## src/hw/rtl/fsg_pkg.sv

```systemverilog
// ----------------------------------------------------------------------------
// fsg_pkg: shared types and constants of the formation setpoint generator
// Payload structs, register indexes, item kinds and CORDIC constants.
// ----------------------------------------------------------------------------
`default_nettype none
package fsg_pkg;

  // item kinds
  localparam logic [1:0] MODE_ACTIVATE = 2'd0;
  localparam logic [1:0] MODE_TARGET   = 2'd1;
  localparam logic [1:0] MODE_TICK     = 2'd2;
  localparam logic [1:0] MODE_UNUSED   = 2'd3;

  // register indexes
  localparam logic [2:0] CFG_PATTERN      = 3'd0;
  localparam logic [2:0] CFG_DRONE_INDEX  = 3'd1;
  localparam logic [2:0] CFG_DRONE_COUNT  = 3'd2;
  localparam logic [2:0] CFG_ORBIT_RADIUS = 3'd3;
  localparam logic [2:0] CFG_ANGULAR_RATE = 3'd4;

  // cordic constants, q2.30
  localparam logic signed [33:0] CORDIC_GAIN = 34'sd652032874;
  localparam logic [31:0]        PI_Q30      = 32'd3373259426;

  typedef struct packed {
    logic [1:0]         mode;
    logic signed [31:0] target_north;
    logic signed [31:0] target_east;
    logic signed [31:0] target_down;
    logic signed [15:0] target_heading;
    logic [15:0]        tick_us;
  } fsg_in_t;

  typedef struct packed {
    logic signed [31:0] set_north;
    logic signed [31:0] set_east;
    logic signed [31:0] set_down;
    logic signed [15:0] set_yaw;
  } fsg_out_t;

  // arctangent of 2^-i in q30 radians
  function automatic logic signed [33:0] atan_q30(input logic [4:0] idx);
    logic signed [33:0] v;
    case (idx)
      5'd0:  v = 34'sh03243F6A8;
      5'd1:  v = 34'sh01DAC6705;
      5'd2:  v = 34'sh00FADBAFC;
      5'd3:  v = 34'sh007F56EA6;
      5'd4:  v = 34'sh003FEAB76;
      5'd5:  v = 34'sh001FFD55B;
      5'd6:  v = 34'sh000FFFAAA;
      5'd7:  v = 34'sh0007FFF55;
      5'd8:  v = 34'sh0003FFFEA;
      5'd9:  v = 34'sh0001FFFFD;
      5'd10: v = 34'sh0000FFFFF;
      5'd11: v = 34'sh00007FFFF;
      5'd12: v = 34'sh00003FFFF;
      5'd13: v = 34'sh00001FFFF;
      5'd14: v = 34'sh00000FFFF;
      5'd15: v = 34'sh000007FFF;
      5'd16: v = 34'sh000003FFF;
      5'd17: v = 34'sh000001FFF;
      5'd18: v = 34'sh000000FFF;
      5'd19: v = 34'sh0000007FF;
      5'd20: v = 34'sh0000003FF;
      5'd21: v = 34'sh0000001FF;
      5'd22: v = 34'sh0000000FF;
      5'd23: v = 34'sh00000007F;
      5'd24: v = 34'sh00000003F;
      5'd25: v = 34'sh00000001F;
      5'd26: v = 34'sh00000000F;
      5'd27: v = 34'sh000000008;
      5'd28: v = 34'sh000000004;
      5'd29: v = 34'sh000000002;
      5'd30: v = 34'sh000000001;
      default: v = 34'sh000000000;
    endcase
    return v;
  endfunction

  // altitude layer magnitude: 3 m plus 0.3 m per index rounded, q16.16
  function automatic logic [31:0] layer_of(input logic [3:0] idx);
    logic [31:0] v;
    case (idx)
      4'd0:    v = 32'd196608;
      4'd1:    v = 32'd216269;
      4'd2:    v = 32'd235930;
      4'd3:    v = 32'd255590;
      4'd4:    v = 32'd275251;
      4'd5:    v = 32'd294912;
      4'd6:    v = 32'd314573;
      4'd7:    v = 32'd334234;
      4'd8:    v = 32'd353894;
      4'd9:    v = 32'd373555;
      4'd10:   v = 32'd393216;
      4'd11:   v = 32'd412877;
      4'd12:   v = 32'd432538;
      4'd13:   v = 32'd452198;
      4'd14:   v = 32'd471859;
      default: v = 32'd491520;
    endcase
    return v;
  endfunction

endpackage
`default_nettype wire

```

## src/hw/rtl/fsg_divider.sv

```systemverilog
// ----------------------------------------------------------------------------
// fsg_divider: serial restoring divider for the orbit phase
// Computes (index * 2^32) / count, one quotient bit per cycle.
// ----------------------------------------------------------------------------
`default_nettype none
module fsg_divider
  import fsg_pkg::*;
(
  input  wire logic        clk,
  input  wire logic        rst,
  input  wire logic        start,
  input  wire logic [3:0]  idx,
  input  wire logic [4:0]  cnt,
  output logic             done,
  output logic [31:0]      quot
);
  localparam logic [5:0] LAST = 6'd35;

  logic [35:0] num;
  logic [4:0]  rem;
  logic [4:0]  dvs;
  logic [5:0]  step;
  logic        busy;
  logic [5:0]  trial;
  logic        ge;

  // one trial subtract per cycle
  assign trial = {rem, num[35]};
  assign ge    = trial >= {1'b0, dvs};
  assign quot  = num[31:0];

  always_ff @(posedge clk) begin
    if (rst) begin
      busy <= 1'b0;
      done <= 1'b0;
      step <= '0;
    end else begin
      done <= 1'b0;
      if (start && !busy) begin
        num  <= {idx, 32'd0};
        rem  <= '0;
        dvs  <= cnt;
        step <= '0;
        busy <= 1'b1;
      end else if (busy) begin
        rem  <= ge ? 5'(trial - {1'b0, dvs}) : trial[4:0];
        num  <= {num[34:0], ge};
        step <= step + 6'd1;
        if (step == LAST) begin
          busy <= 1'b0;
          done <= 1'b1;
        end
      end
    end
  end

  a_done_after_busy: assert property (@(posedge clk) disable iff (rst)
    done |-> $past(busy)) else $error("divider done without run");
  a_no_restart: assert property (@(posedge clk) disable iff (rst)
    busy && !done |=> busy || done) else $error("divider run lost");
  a_step_bound: assert property (@(posedge clk) disable iff (rst)
    busy |-> step <= LAST) else $error("divider step overrun");
endmodule
`default_nettype wire

```

## src/hw/rtl/fsg_mult.sv

```systemverilog
// ----------------------------------------------------------------------------
// fsg_mult: serial signed multiplier
// Shift-add over the 34 bits of a, one bit per cycle, 68-bit product.
// ----------------------------------------------------------------------------
`default_nettype none
module fsg_mult
  import fsg_pkg::*;
(
  input  wire logic               clk,
  input  wire logic               rst,
  input  wire logic               start,
  input  wire logic signed [33:0] a,
  input  wire logic signed [33:0] b,
  output logic                    done,
  output logic signed [67:0]      prod
);
  localparam logic [5:0] LAST = 6'd33;

  logic signed [34:0] hi;
  logic [33:0]        lo;
  logic signed [34:0] bx;
  logic [5:0]         step;
  logic               busy;
  logic signed [34:0] addend;
  logic signed [34:0] sum;

  // top bit of a carries negative weight
  always_comb begin
    if (!lo[0])
      addend = '0;
    else if (step == LAST)
      addend = -bx;
    else
      addend = bx;
    sum = hi + addend;
  end

  assign prod = {hi[33:0], lo};

  always_ff @(posedge clk) begin
    if (rst) begin
      busy <= 1'b0;
      done <= 1'b0;
      step <= '0;
    end else begin
      done <= 1'b0;
      if (start && !busy) begin
        hi   <= '0;
        lo   <= a;
        bx   <= 35'(b);
        step <= '0;
        busy <= 1'b1;
      end else if (busy) begin
        hi   <= {sum[34], sum[34:1]};
        lo   <= {sum[0], lo[33:1]};
        step <= step + 6'd1;
        if (step == LAST) begin
          busy <= 1'b0;
          done <= 1'b1;
        end
      end
    end
  end

  a_done_after_busy: assert property (@(posedge clk) disable iff (rst)
    done |-> $past(busy) && !busy) else $error("multiplier done without run");
  a_step_bound: assert property (@(posedge clk) disable iff (rst)
    busy |-> step <= LAST) else $error("multiplier step overrun");
  a_start_idle: assert property (@(posedge clk) disable iff (rst)
    start && !busy |=> busy && step == 6'd0) else $error("multiplier start lost");
endmodule
`default_nettype wire

```

## src/hw/rtl/fsg_cordic.sv

```systemverilog
// ----------------------------------------------------------------------------
// fsg_cordic: iterative rotation CORDIC
// One micro-rotation per cycle, sine and cosine in q2.30.
// ----------------------------------------------------------------------------
`default_nettype none
module fsg_cordic
  import fsg_pkg::*;
#(
  parameter int STEPS = 16
) (
  input  wire logic               clk,
  input  wire logic               rst,
  input  wire logic               start,
  input  wire logic signed [33:0] z0,
  input  wire logic               flip,
  output logic                    done,
  output logic signed [33:0]      cos_q30,
  output logic signed [33:0]      sin_q30
);
  localparam int IW = $clog2(STEPS);
  localparam logic [IW-1:0] LAST = IW'(STEPS - 1);

  logic signed [33:0] x;
  logic signed [33:0] y;
  logic signed [33:0] z;
  logic [IW-1:0]      it;
  logic               busy;
  logic               flip_r;
  logic signed [33:0] dx;
  logic signed [33:0] dy;
  logic signed [33:0] at;

  assign dx = y >>> it;
  assign dy = x >>> it;
  assign at = atan_q30(5'(it));

  // half-turn fold undone at the output
  assign cos_q30 = flip_r ? -x : x;
  assign sin_q30 = flip_r ? -y : y;

  always_ff @(posedge clk) begin
    if (rst) begin
      busy <= 1'b0;
      done <= 1'b0;
      it   <= '0;
      x    <= '0;
      y    <= '0;
    end else begin
      done <= 1'b0;
      if (start && !busy) begin
        x      <= CORDIC_GAIN;
        y      <= '0;
        z      <= z0;
        flip_r <= flip;
        it     <= '0;
        busy   <= 1'b1;
      end else if (busy) begin
        if (!z[33]) begin
          x <= x - dx;
          y <= y + dy;
          z <= z - at;
        end else begin
          x <= x + dx;
          y <= y - dy;
          z <= z + at;
        end
        it <= it + 1'b1;
        if (it == LAST) begin
          busy <= 1'b0;
          done <= 1'b1;
        end
      end
    end
  end

  a_done_after_busy: assert property (@(posedge clk) disable iff (rst)
    done |-> $past(busy) && !busy) else $error("cordic done without run");
  a_start_clears: assert property (@(posedge clk) disable iff (rst)
    start && !busy |=> busy && it == '0) else $error("cordic start lost");
  a_hold_idle: assert property (@(posedge clk) disable iff (rst)
    !busy && !start |=> $stable(x) && $stable(y)) else $error("cordic moved idle");
endmodule
`default_nettype wire

```

## src/hw/rtl/formation_setpoint_generator.sv

```systemverilog
// ----------------------------------------------------------------------------
// formation_setpoint_generator: position and yaw setpoints for one drone
// Sequencer around a serial divider, serial multiplier and iterative CORDIC.
// ----------------------------------------------------------------------------
// Use: items arrive on in_valid/in_stall with an fsg_in_t payload. An
// activate item clears elapsed time, a target item stores the target, a
// tick item with a known target produces one fsg_out_t transaction on
// out_valid/out_stall. Other items give no result and do not stall the input.
// Registers are written on cfg_valid/cfg_ready (always ready) by index. The
// user must do so only while the block is idle; the block does not enforce it.
// A tick runs the bit-serial multiplier (three products in orbital, four
// in V-sweep), the iterative CORDIC and, in orbital only, the phase
// divider. One item is in work at a time; in_stall is high while a tick
// is in work, so a new item is accepted only once the tick is done.
// Reset clears registers to their reset values, drops any target and
// output. A stalled result is held in the output register; a new item is
// still accepted, and a following tick waits at the end until it is taken.
// ----------------------------------------------------------------------------
`default_nettype none
module formation_setpoint_generator
  import fsg_pkg::*;
#(
  parameter int MAX_DRONES   = 16,
  parameter int CORDIC_STEPS = 16
) (
  input  wire logic        clk,
  input  wire logic        rst,
  input  wire logic        in_valid,
  output logic             in_stall,
  input  wire fsg_in_t     in_data,
  output logic             out_valid,
  input  wire logic        out_stall,
  output fsg_out_t         out_data,
  input  wire logic        cfg_valid,
  output logic             cfg_ready,
  input  wire logic [2:0]  cfg_index,
  input  wire logic [31:0] cfg_data
);
  typedef enum logic [3:0] {
    S_IDLE, S_DSTART, S_DWAIT, S_PSTART, S_PWAIT, S_ANGLE,
    S_CSTART, S_CWAIT, S_MSTART, S_MWAIT, S_OUT
  } state_t;

  state_t state;

  // configuration
  logic        pattern;
  logic [3:0]  drone_index;
  logic [4:0]  drone_count;
  logic [30:0] orbit_radius;
  logic [31:0] angular_rate;

  // target state
  logic               target_known;
  logic signed [31:0] stored_north;
  logic signed [31:0] stored_east;
  logic signed [31:0] stored_down;
  logic [15:0]        stored_heading;
  logic [47:0]        elapsed_us;

  // work registers
  logic [31:0]        phase;
  logic [15:0]        ang16;
  logic signed [33:0] z0;
  logic               flip;
  logic signed [33:0] cos_r;
  logic signed [33:0] sin_r;
  logic [63:0]        acc;
  logic [1:0]         op;
  logic [31:0]        dn;
  logic [31:0]        de;

  // unit handshakes
  logic               div_done;
  logic [31:0]        div_quot;
  logic               mul_start;
  logic signed [33:0] mul_a;
  logic signed [33:0] mul_b;
  logic               mul_done;
  logic signed [67:0] mul_prod;
  logic               cor_done;
  logic signed [33:0] cor_cos;
  logic signed [33:0] cor_sin;

  logic               accept;
  logic [4:0]         cnt_eff;
  logic signed [6:0]  d;
  logic [5:0]         d_abs;
  logic signed [33:0] side;
  logic signed [33:0] fwd;
  logic               fresh;
  logic               sub;
  logic               take_dn;
  logic [1:0]         last_op;
  logic [63:0]        acc_sum;
  logic [31:0]        ph_sum;
  logic signed [16:0] a_s;
  logic signed [16:0] a_f;
  logic               flip_c;
  logic [14:0]        mag;
  logic [46:0]        zp;
  logic [31:0]        zmag;

  assign cfg_ready = 1'b1;
  assign in_stall  = state != S_IDLE;
  assign accept    = in_valid && !in_stall;

  // effective count: zero reads as one, clamped to the formation size
  always_comb begin
    if (drone_count == 5'd0)
      cnt_eff = 5'd1;
    else if (int'(drone_count) > MAX_DRONES)
      cnt_eff = 5'(MAX_DRONES);
    else
      cnt_eff = drone_count;
  end

  // wedge offsets
  always_comb begin
    d     = 7'(signed'({2'b0, drone_index, 1'b0})) - 7'(signed'({2'b0, cnt_eff})) + 7'sd1;
    d_abs = d[6] ? 6'(-d) : 6'(d);
    side  = 34'(d) <<< 18;
    fwd   = (34'sd10 - 34'sd3 * 34'(signed'({1'b0, d_abs}))) <<< 16;
  end

  // operand and accumulate control per product
  always_comb begin
    last_op = pattern ? 2'd1 : 2'd3;
    fresh   = (op == 2'd0) || (pattern ? op == 2'd1 : op == 2'd2);
    sub     = !pattern && op == 2'd1;
    take_dn = pattern ? op == 2'd0 : op == 2'd1;
    if (state == S_PSTART) begin
      mul_a = 34'(signed'({2'b0, elapsed_us[31:0]}));
      mul_b = 34'(signed'({2'b0, angular_rate}));
    end else if (pattern) begin
      mul_a = 34'(signed'({3'b0, orbit_radius}));
      mul_b = op[0] ? sin_r : cos_r;
    end else begin
      case (op)
        2'd0:    begin mul_a = fwd;  mul_b = cos_r; end
        2'd1:    begin mul_a = side; mul_b = sin_r; end
        2'd2:    begin mul_a = fwd;  mul_b = sin_r; end
        default: begin mul_a = side; mul_b = cos_r; end
      endcase
    end
    mul_start = state == S_PSTART || state == S_MSTART;
    acc_sum   = sub ? acc - 64'(mul_prod) : acc + 64'(mul_prod);
    ph_sum    = acc_sum[31:0];
  end

  // angle fold to a half turn and scale to q30 radians
  always_comb begin
    a_s    = 17'(signed'(ang16));
    flip_c = 1'b0;
    a_f    = a_s;
    if (a_s > 17'sd16384) begin
      a_f    = a_s - 17'sd32768;
      flip_c = 1'b1;
    end else if (a_s < -17'sd16384) begin
      a_f    = a_s + 17'sd32768;
      flip_c = 1'b1;
    end
    mag  = a_f[16] ? 15'(-a_f) : 15'(a_f);
    zp   = 47'(mag) * 47'(PI_Q30) + 47'd16384;
    zmag = zp[46:15];
  end

  // sequencer
  always_ff @(posedge clk) begin
    if (rst) begin
      state          <= S_IDLE;
      out_valid      <= 1'b0;
      pattern        <= 1'b1;
      drone_index    <= '0;
      drone_count    <= 5'd1;
      orbit_radius   <= '0;
      angular_rate   <= '0;
      target_known   <= 1'b0;
      stored_north   <= '0;
      stored_east    <= '0;
      stored_down    <= '0;
      stored_heading <= '0;
      elapsed_us     <= '0;
      op             <= '0;
    end else begin
      if (out_valid && !out_stall && state != S_OUT)
        out_valid <= 1'b0;

      // register writes
      if (cfg_valid) begin
        case (cfg_index)
          CFG_PATTERN:      pattern      <= cfg_data[0];
          CFG_DRONE_INDEX:  drone_index  <= cfg_data[3:0];
          CFG_DRONE_COUNT:  drone_count  <= cfg_data[4:0];
          CFG_ORBIT_RADIUS: orbit_radius <= cfg_data[30:0];
          CFG_ANGULAR_RATE: angular_rate <= cfg_data;
          default: ;
        endcase
      end

      case (state)
        S_IDLE: begin
          if (accept) begin
            case (in_data.mode)
              MODE_ACTIVATE: elapsed_us <= '0;
              MODE_TARGET: begin
                stored_north   <= in_data.target_north;
                stored_east    <= in_data.target_east;
                stored_down    <= in_data.target_down;
                stored_heading <= in_data.target_heading;
                target_known   <= 1'b1;
              end
              MODE_TICK: begin
                if (target_known) begin
                  elapsed_us <= elapsed_us + 48'(in_data.tick_us);
                  op         <= '0;
                  ang16      <= stored_heading;
                  state      <= pattern ? S_DSTART : S_ANGLE;
                end
              end
              default: ;
            endcase
          end
        end
        S_DSTART: state <= S_DWAIT;
        S_DWAIT: begin
          if (div_done) begin
            phase <= div_quot;
            state <= S_PSTART;
          end
        end
        S_PSTART: begin
          acc   <= {32'd0, phase};
          state <= S_PWAIT;
        end
        S_PWAIT: begin
          if (mul_done) begin
            ang16 <= ph_sum[31:16] + 16'(ph_sum[15]);
            state <= S_ANGLE;
          end
        end
        S_ANGLE: begin
          z0    <= a_f[16] ? -34'(signed'({2'b0, zmag})) : 34'(signed'({2'b0, zmag}));
          flip  <= flip_c;
          state <= S_CSTART;
        end
        S_CSTART: state <= S_CWAIT;
        S_CWAIT: begin
          if (cor_done) begin
            cos_r <= cor_cos;
            sin_r <= cor_sin;
            state <= S_MSTART;
          end
        end
        S_MSTART: begin
          if (fresh)
            acc <= 64'd1 << 29;
          state <= S_MWAIT;
        end
        S_MWAIT: begin
          if (mul_done) begin
            acc <= acc_sum;
            if (take_dn)
              dn <= acc_sum[61:30];
            if (op == last_op) begin
              state <= S_OUT;
              de    <= acc_sum[61:30];
            end else begin
              op    <= op + 2'd1;
              state <= S_MSTART;
            end
          end
        end
        S_OUT: begin
          if (!out_valid || !out_stall) begin
            out_valid          <= 1'b1;
            out_data.set_north <= stored_north + signed'(dn);
            out_data.set_east  <= stored_east + signed'(de);
            out_data.set_down  <= stored_down - signed'(layer_of(drone_index));
            out_data.set_yaw   <= pattern ? signed'(ang16 ^ 16'h8000) : signed'(stored_heading);
            state              <= S_IDLE;
          end
        end
        default: state <= S_IDLE;
      endcase
    end
  end

  fsg_divider u_div (
    .clk  (clk),
    .rst  (rst),
    .start(state == S_DSTART),
    .idx  (drone_index),
    .cnt  (cnt_eff),
    .done (div_done),
    .quot (div_quot)
  );

  fsg_mult u_mul (
    .clk  (clk),
    .rst  (rst),
    .start(mul_start),
    .a    (mul_a),
    .b    (mul_b),
    .done (mul_done),
    .prod (mul_prod)
  );

  fsg_cordic #(.STEPS(CORDIC_STEPS)) u_cor (
    .clk    (clk),
    .rst    (rst),
    .start  (state == S_CSTART),
    .z0     (z0),
    .flip   (flip),
    .done   (cor_done),
    .cos_q30(cor_cos),
    .sin_q30(cor_sin)
  );

  a_cor_in_wait: assert property (@(posedge clk) disable iff (rst)
    cor_done |-> state == S_CWAIT) else $error("cordic result outside wait");
  a_mul_in_wait: assert property (@(posedge clk) disable iff (rst)
    mul_done |-> state == S_MWAIT || state == S_PWAIT) else $error("stray product");
  a_out_from_seq: assert property (@(posedge clk) disable iff (rst)
    $rose(out_valid) |-> $past(state == S_OUT)) else $error("result without tick");
  a_tick_needs_target: assert property (@(posedge clk) disable iff (rst)
    state == S_CWAIT |-> target_known) else $error("work without target");
endmodule
`default_nettype wire
```

## config.mk

```make
export PLATFORM = sky130hd
export DESIGN_NAME = formation_setpoint_generator
export DESIGN_NICKNAME = d
export VERILOG_FILES = /design/src/hw/rtl/fsg_pkg.sv /design/src/hw/rtl/fsg_divider.sv /design/src/hw/rtl/fsg_mult.sv /design/src/hw/rtl/fsg_cordic.sv /design/src/hw/rtl/formation_setpoint_generator.sv
export SDC_FILE = /design/constraint.sdc
export NUM_CORES = 2
export LEC_CHECK = 0
export ABC_AREA = 1
export CAP_MARGIN = 20
export CORE_MARGIN = 2
export CORE_UTILIZATION = 40
export CTS_BUF_LIST = sky130_fd_sc_hd__clkbuf_16
export CTS_CLUSTER_DIAMETER = 150
export DETAILED_ROUTE_END_ITERATION = 10
export DONT_BUFFER_PORTS = 1
export SYNTH_ARGS = -nofsm -noshare
export SYNTH_HDL_FRONTEND = slang
export SYNTH_SLANG_ARGS = --single-unit
```

## constraint.sdc

```tcl
create_clock -name clk -period 23.8 [get_ports clk]
set_input_delay 1.19 -clock clk [delete_from_list [all_inputs] [get_ports clk]]
set_output_delay 1.19 -clock clk [all_outputs]
set_load 0.02 [all_outputs]
```

==> results_dict.tcl <==
set metrics [dict create \
    status "finished clean" \
    min_period_over_period 0.397 \
    yosysTopAreaCellShare 0.245 \
    ant_nets 0 \
    row_count 153 \
    cts_hold_buffers 0 \
    synthFlopType "edfxtp_1" \
    initial_core_util 0.403 \
    post_cts_buffers 0 \
    yosys_warnings 0 \
    finClkSkew_ns 0.0424 \
    dpl.hpwl_um 176000 \
    fin_crit_ns 9.45 \
    min_path_type "register to register" \
    num_io_pins 285 \
    cts-resized-gates 0 \
    timing.slew.headroom 0.267 \
    grt_pass1_wl_um 341000 \
    grt_antenna_before_repair 9 \
    drive_gt1_frac 0.0517 \
    maxCapViolations 0 \
    clock_sinks 926 \
    syn2layout_area_growth_pct 8.61 \
    clockRootBuffer "clkbuf_16" \
    die_h_um 423 \
    die_w_um 423 \
    clk_path_buf_depth 3 \
    clock_latency_ns 0.76 \
    grt_max_degree 106 \
    drc_errors 0 \
    ys_seq_elements 926 \
    critPathMaxStageDelay_ns 0.67 \
    max_freq_ghz 0.106 \
    die-area_um2 179000 \
    synth_edf_count 572 \
    grt_overflow 0 \
    drt-pass1-iter-count 6 \
    rsz0062_at_grt "no" \
    drt-initial-drc-count 4890 \
    setup_viol 0 \
    avgRoutedWirePerCell_um 19.2 \
    crit_fanout 8 \
    syn_area_per_cell_um2 7.65 \
    path_class "register to register" \
    ys_types 81 \
    track_usage 0.242 \
    syn_inst 9176 \
    synthArstFlopShare 0 \
    crit_family "adder cells" \
    cts_buffers 107 \
    routed_wl_um 222000 \
    dr_total_vias 61000 \
    regToRegSetupSlack_ns 14.35 \
    path_clk_slew_ns 0.06 \
    setup_tns_ns 0 \
    crit_slowest_cell "fa_1" \
    fillers 17500 \
    cts_tree "yes" \
    synth_top_area_cell "edfxtp_1" \
    crit_required_ns 24.27 \
    worstPathArrival_ns 9.91 \
    port_buffers 0 \
    htree_levels 3 \
    endpoint_kind "register" \
    slew_violations 0 \
    synthTopCellsByArea "edfxtp_1 (24%), dfxtp_1 (10%), ha_1 (9.1%), nand2_1 (8.8%), inv_1 (7.0%)" \
    gp_congestion 0.941 \
    netlist_area_um2 70200 \
    fin_nets 9917 \
    critPathMostFrequentCell "nand2_1" \
    coreArea_um2 174000 \
    cp_num_buf_inv 9 \
    finalHoldViolCount 0 \
    worst_slew_pin_slew_ns 1.10 \
    seq_area_frac_synth 0.346 \
    grt_pass1_vias 58900 \
    crit_path_start_kind "register" \
    viasPerCell 5.30 \
]
## logic make-up (layout without fill, tap and decap cells)
logic type	Yosys count	count (layout)	share of synthesized area
other	1	20	0.0000534
AO/OA/AOI/OAI	2014	2014	0.159
buffers and inverters	1620	1624	0.0883
XOR/XNOR	488	488	0.0610
AND/OR/NAND/NOR	3436	3436	0.208
multiplexers	34	34	0.00485
flip-flops	926	926	0.346
adder cells (fa/ha/maj)	657	657	0.133
## cells in the final DEF (no fill, tap or decap), types with 281 or more instances in the layout
cell      synthesis  routed
nand2_1        1640    1640
inv_1          1313    1332
nor2_1         1059    1050
o21ai_0         790     788
a21oi_1         688     688
edfxtp_1        572     572
ha_1            509     509
xor2_1          369     369
dfxtp_1         354     350
nand3_1         282     281
## Yosys cell counts (all sizes together), types with 26 or more instances
cell / number
dfxtp: 354
fa: 148
nand3: 296
a21boi: 39
nor4: 43
buf: 57
a31oi: 108
o21a: 32
xnor2: 118
ha: 509
nand4: 86
edfxtp: 572
or2: 48
nor3: 129
xor2: 370
nor2: 1102
mux2i: 34
o211ai: 103
a21oi: 692
o21bai: 26
nand2: 1696
clkbuf: 201
inv: 1349
o21ai: 883
## cell type report
class                           instances  area [µm²]  area share
Inverter                             1362        5120      0.0672
Multi-Input combinational cell       6631       39800       0.523
Timing Repair Buffer                   62         498     0.00653
Sequential cell                       926       24300       0.319
Clock inverter                         90         763      0.0100
Antenna cell                           18        45.0    0.000591
Clock buffer                          110        2750      0.0361
Tap cell                             2325        2910      0.0382
## path summary, 6_finish.rpt
| check | to | depth (start not counted) | from |
|---|---|---|---|
| worst min register to register | phase[27]$_DFFE_PP_ | 0 | u_div.num[27]$_SDFFCE_PP0P_ |
| worst min-delay path | phase[27]$_DFFE_PP_ | 0 | u_div.num[27]$_SDFFCE_PP0P_ |
| worst max register to register | z0[26]$_DFFE_PP_ | 42 | ang16[0]$_DFFE_PP_ |
| worst max-delay path | z0[26]$_DFFE_PP_ | 42 | ang16[0]$_DFFE_PP_ |
## stage by stage
step	setup slack, ns	instances	utilization	area (µm²)	hold slack [ns]
after CTS	14.39	11500	0.437	76100	0.441
after global placement	14.47	11300	0.417	72600	0.432
after floorplan	15.35	9177	-	70200	0.400
after global routing	13.48	11500	0.438	76200	0.457
after detailed placement	14.46	11300	0.417	72600	0.434
final	14.35	11500	0.438	76200	0.444
## sequential cells by signal (all words and copies together), names as in the netlist, 34 cells and up, named ones only
signal / cells
cos_r: 34
sin_r: 34
u_cor.x: 34
u_div.num: 36
z0: 34
u_cor.z: 34
u_mul.bx: 34
u_cor.y: 34
acc: 62
u_mul.lo: 34
out_data: 112
u_mul.hi: 34
## routing by layer
metal,GRT usage,part of all wire,up-vias
met4,0.103,0.044,0
met2,0.409,0.47,1643
met1,0.315,0.44,28700
met3,0.0230,0.045,341
li1,-,-,30300
met5,0,0,-
Power is left out: the tool's default activity adds up to more than one toggle a clock period on the data nets, which glitch-free logic cannot reach.
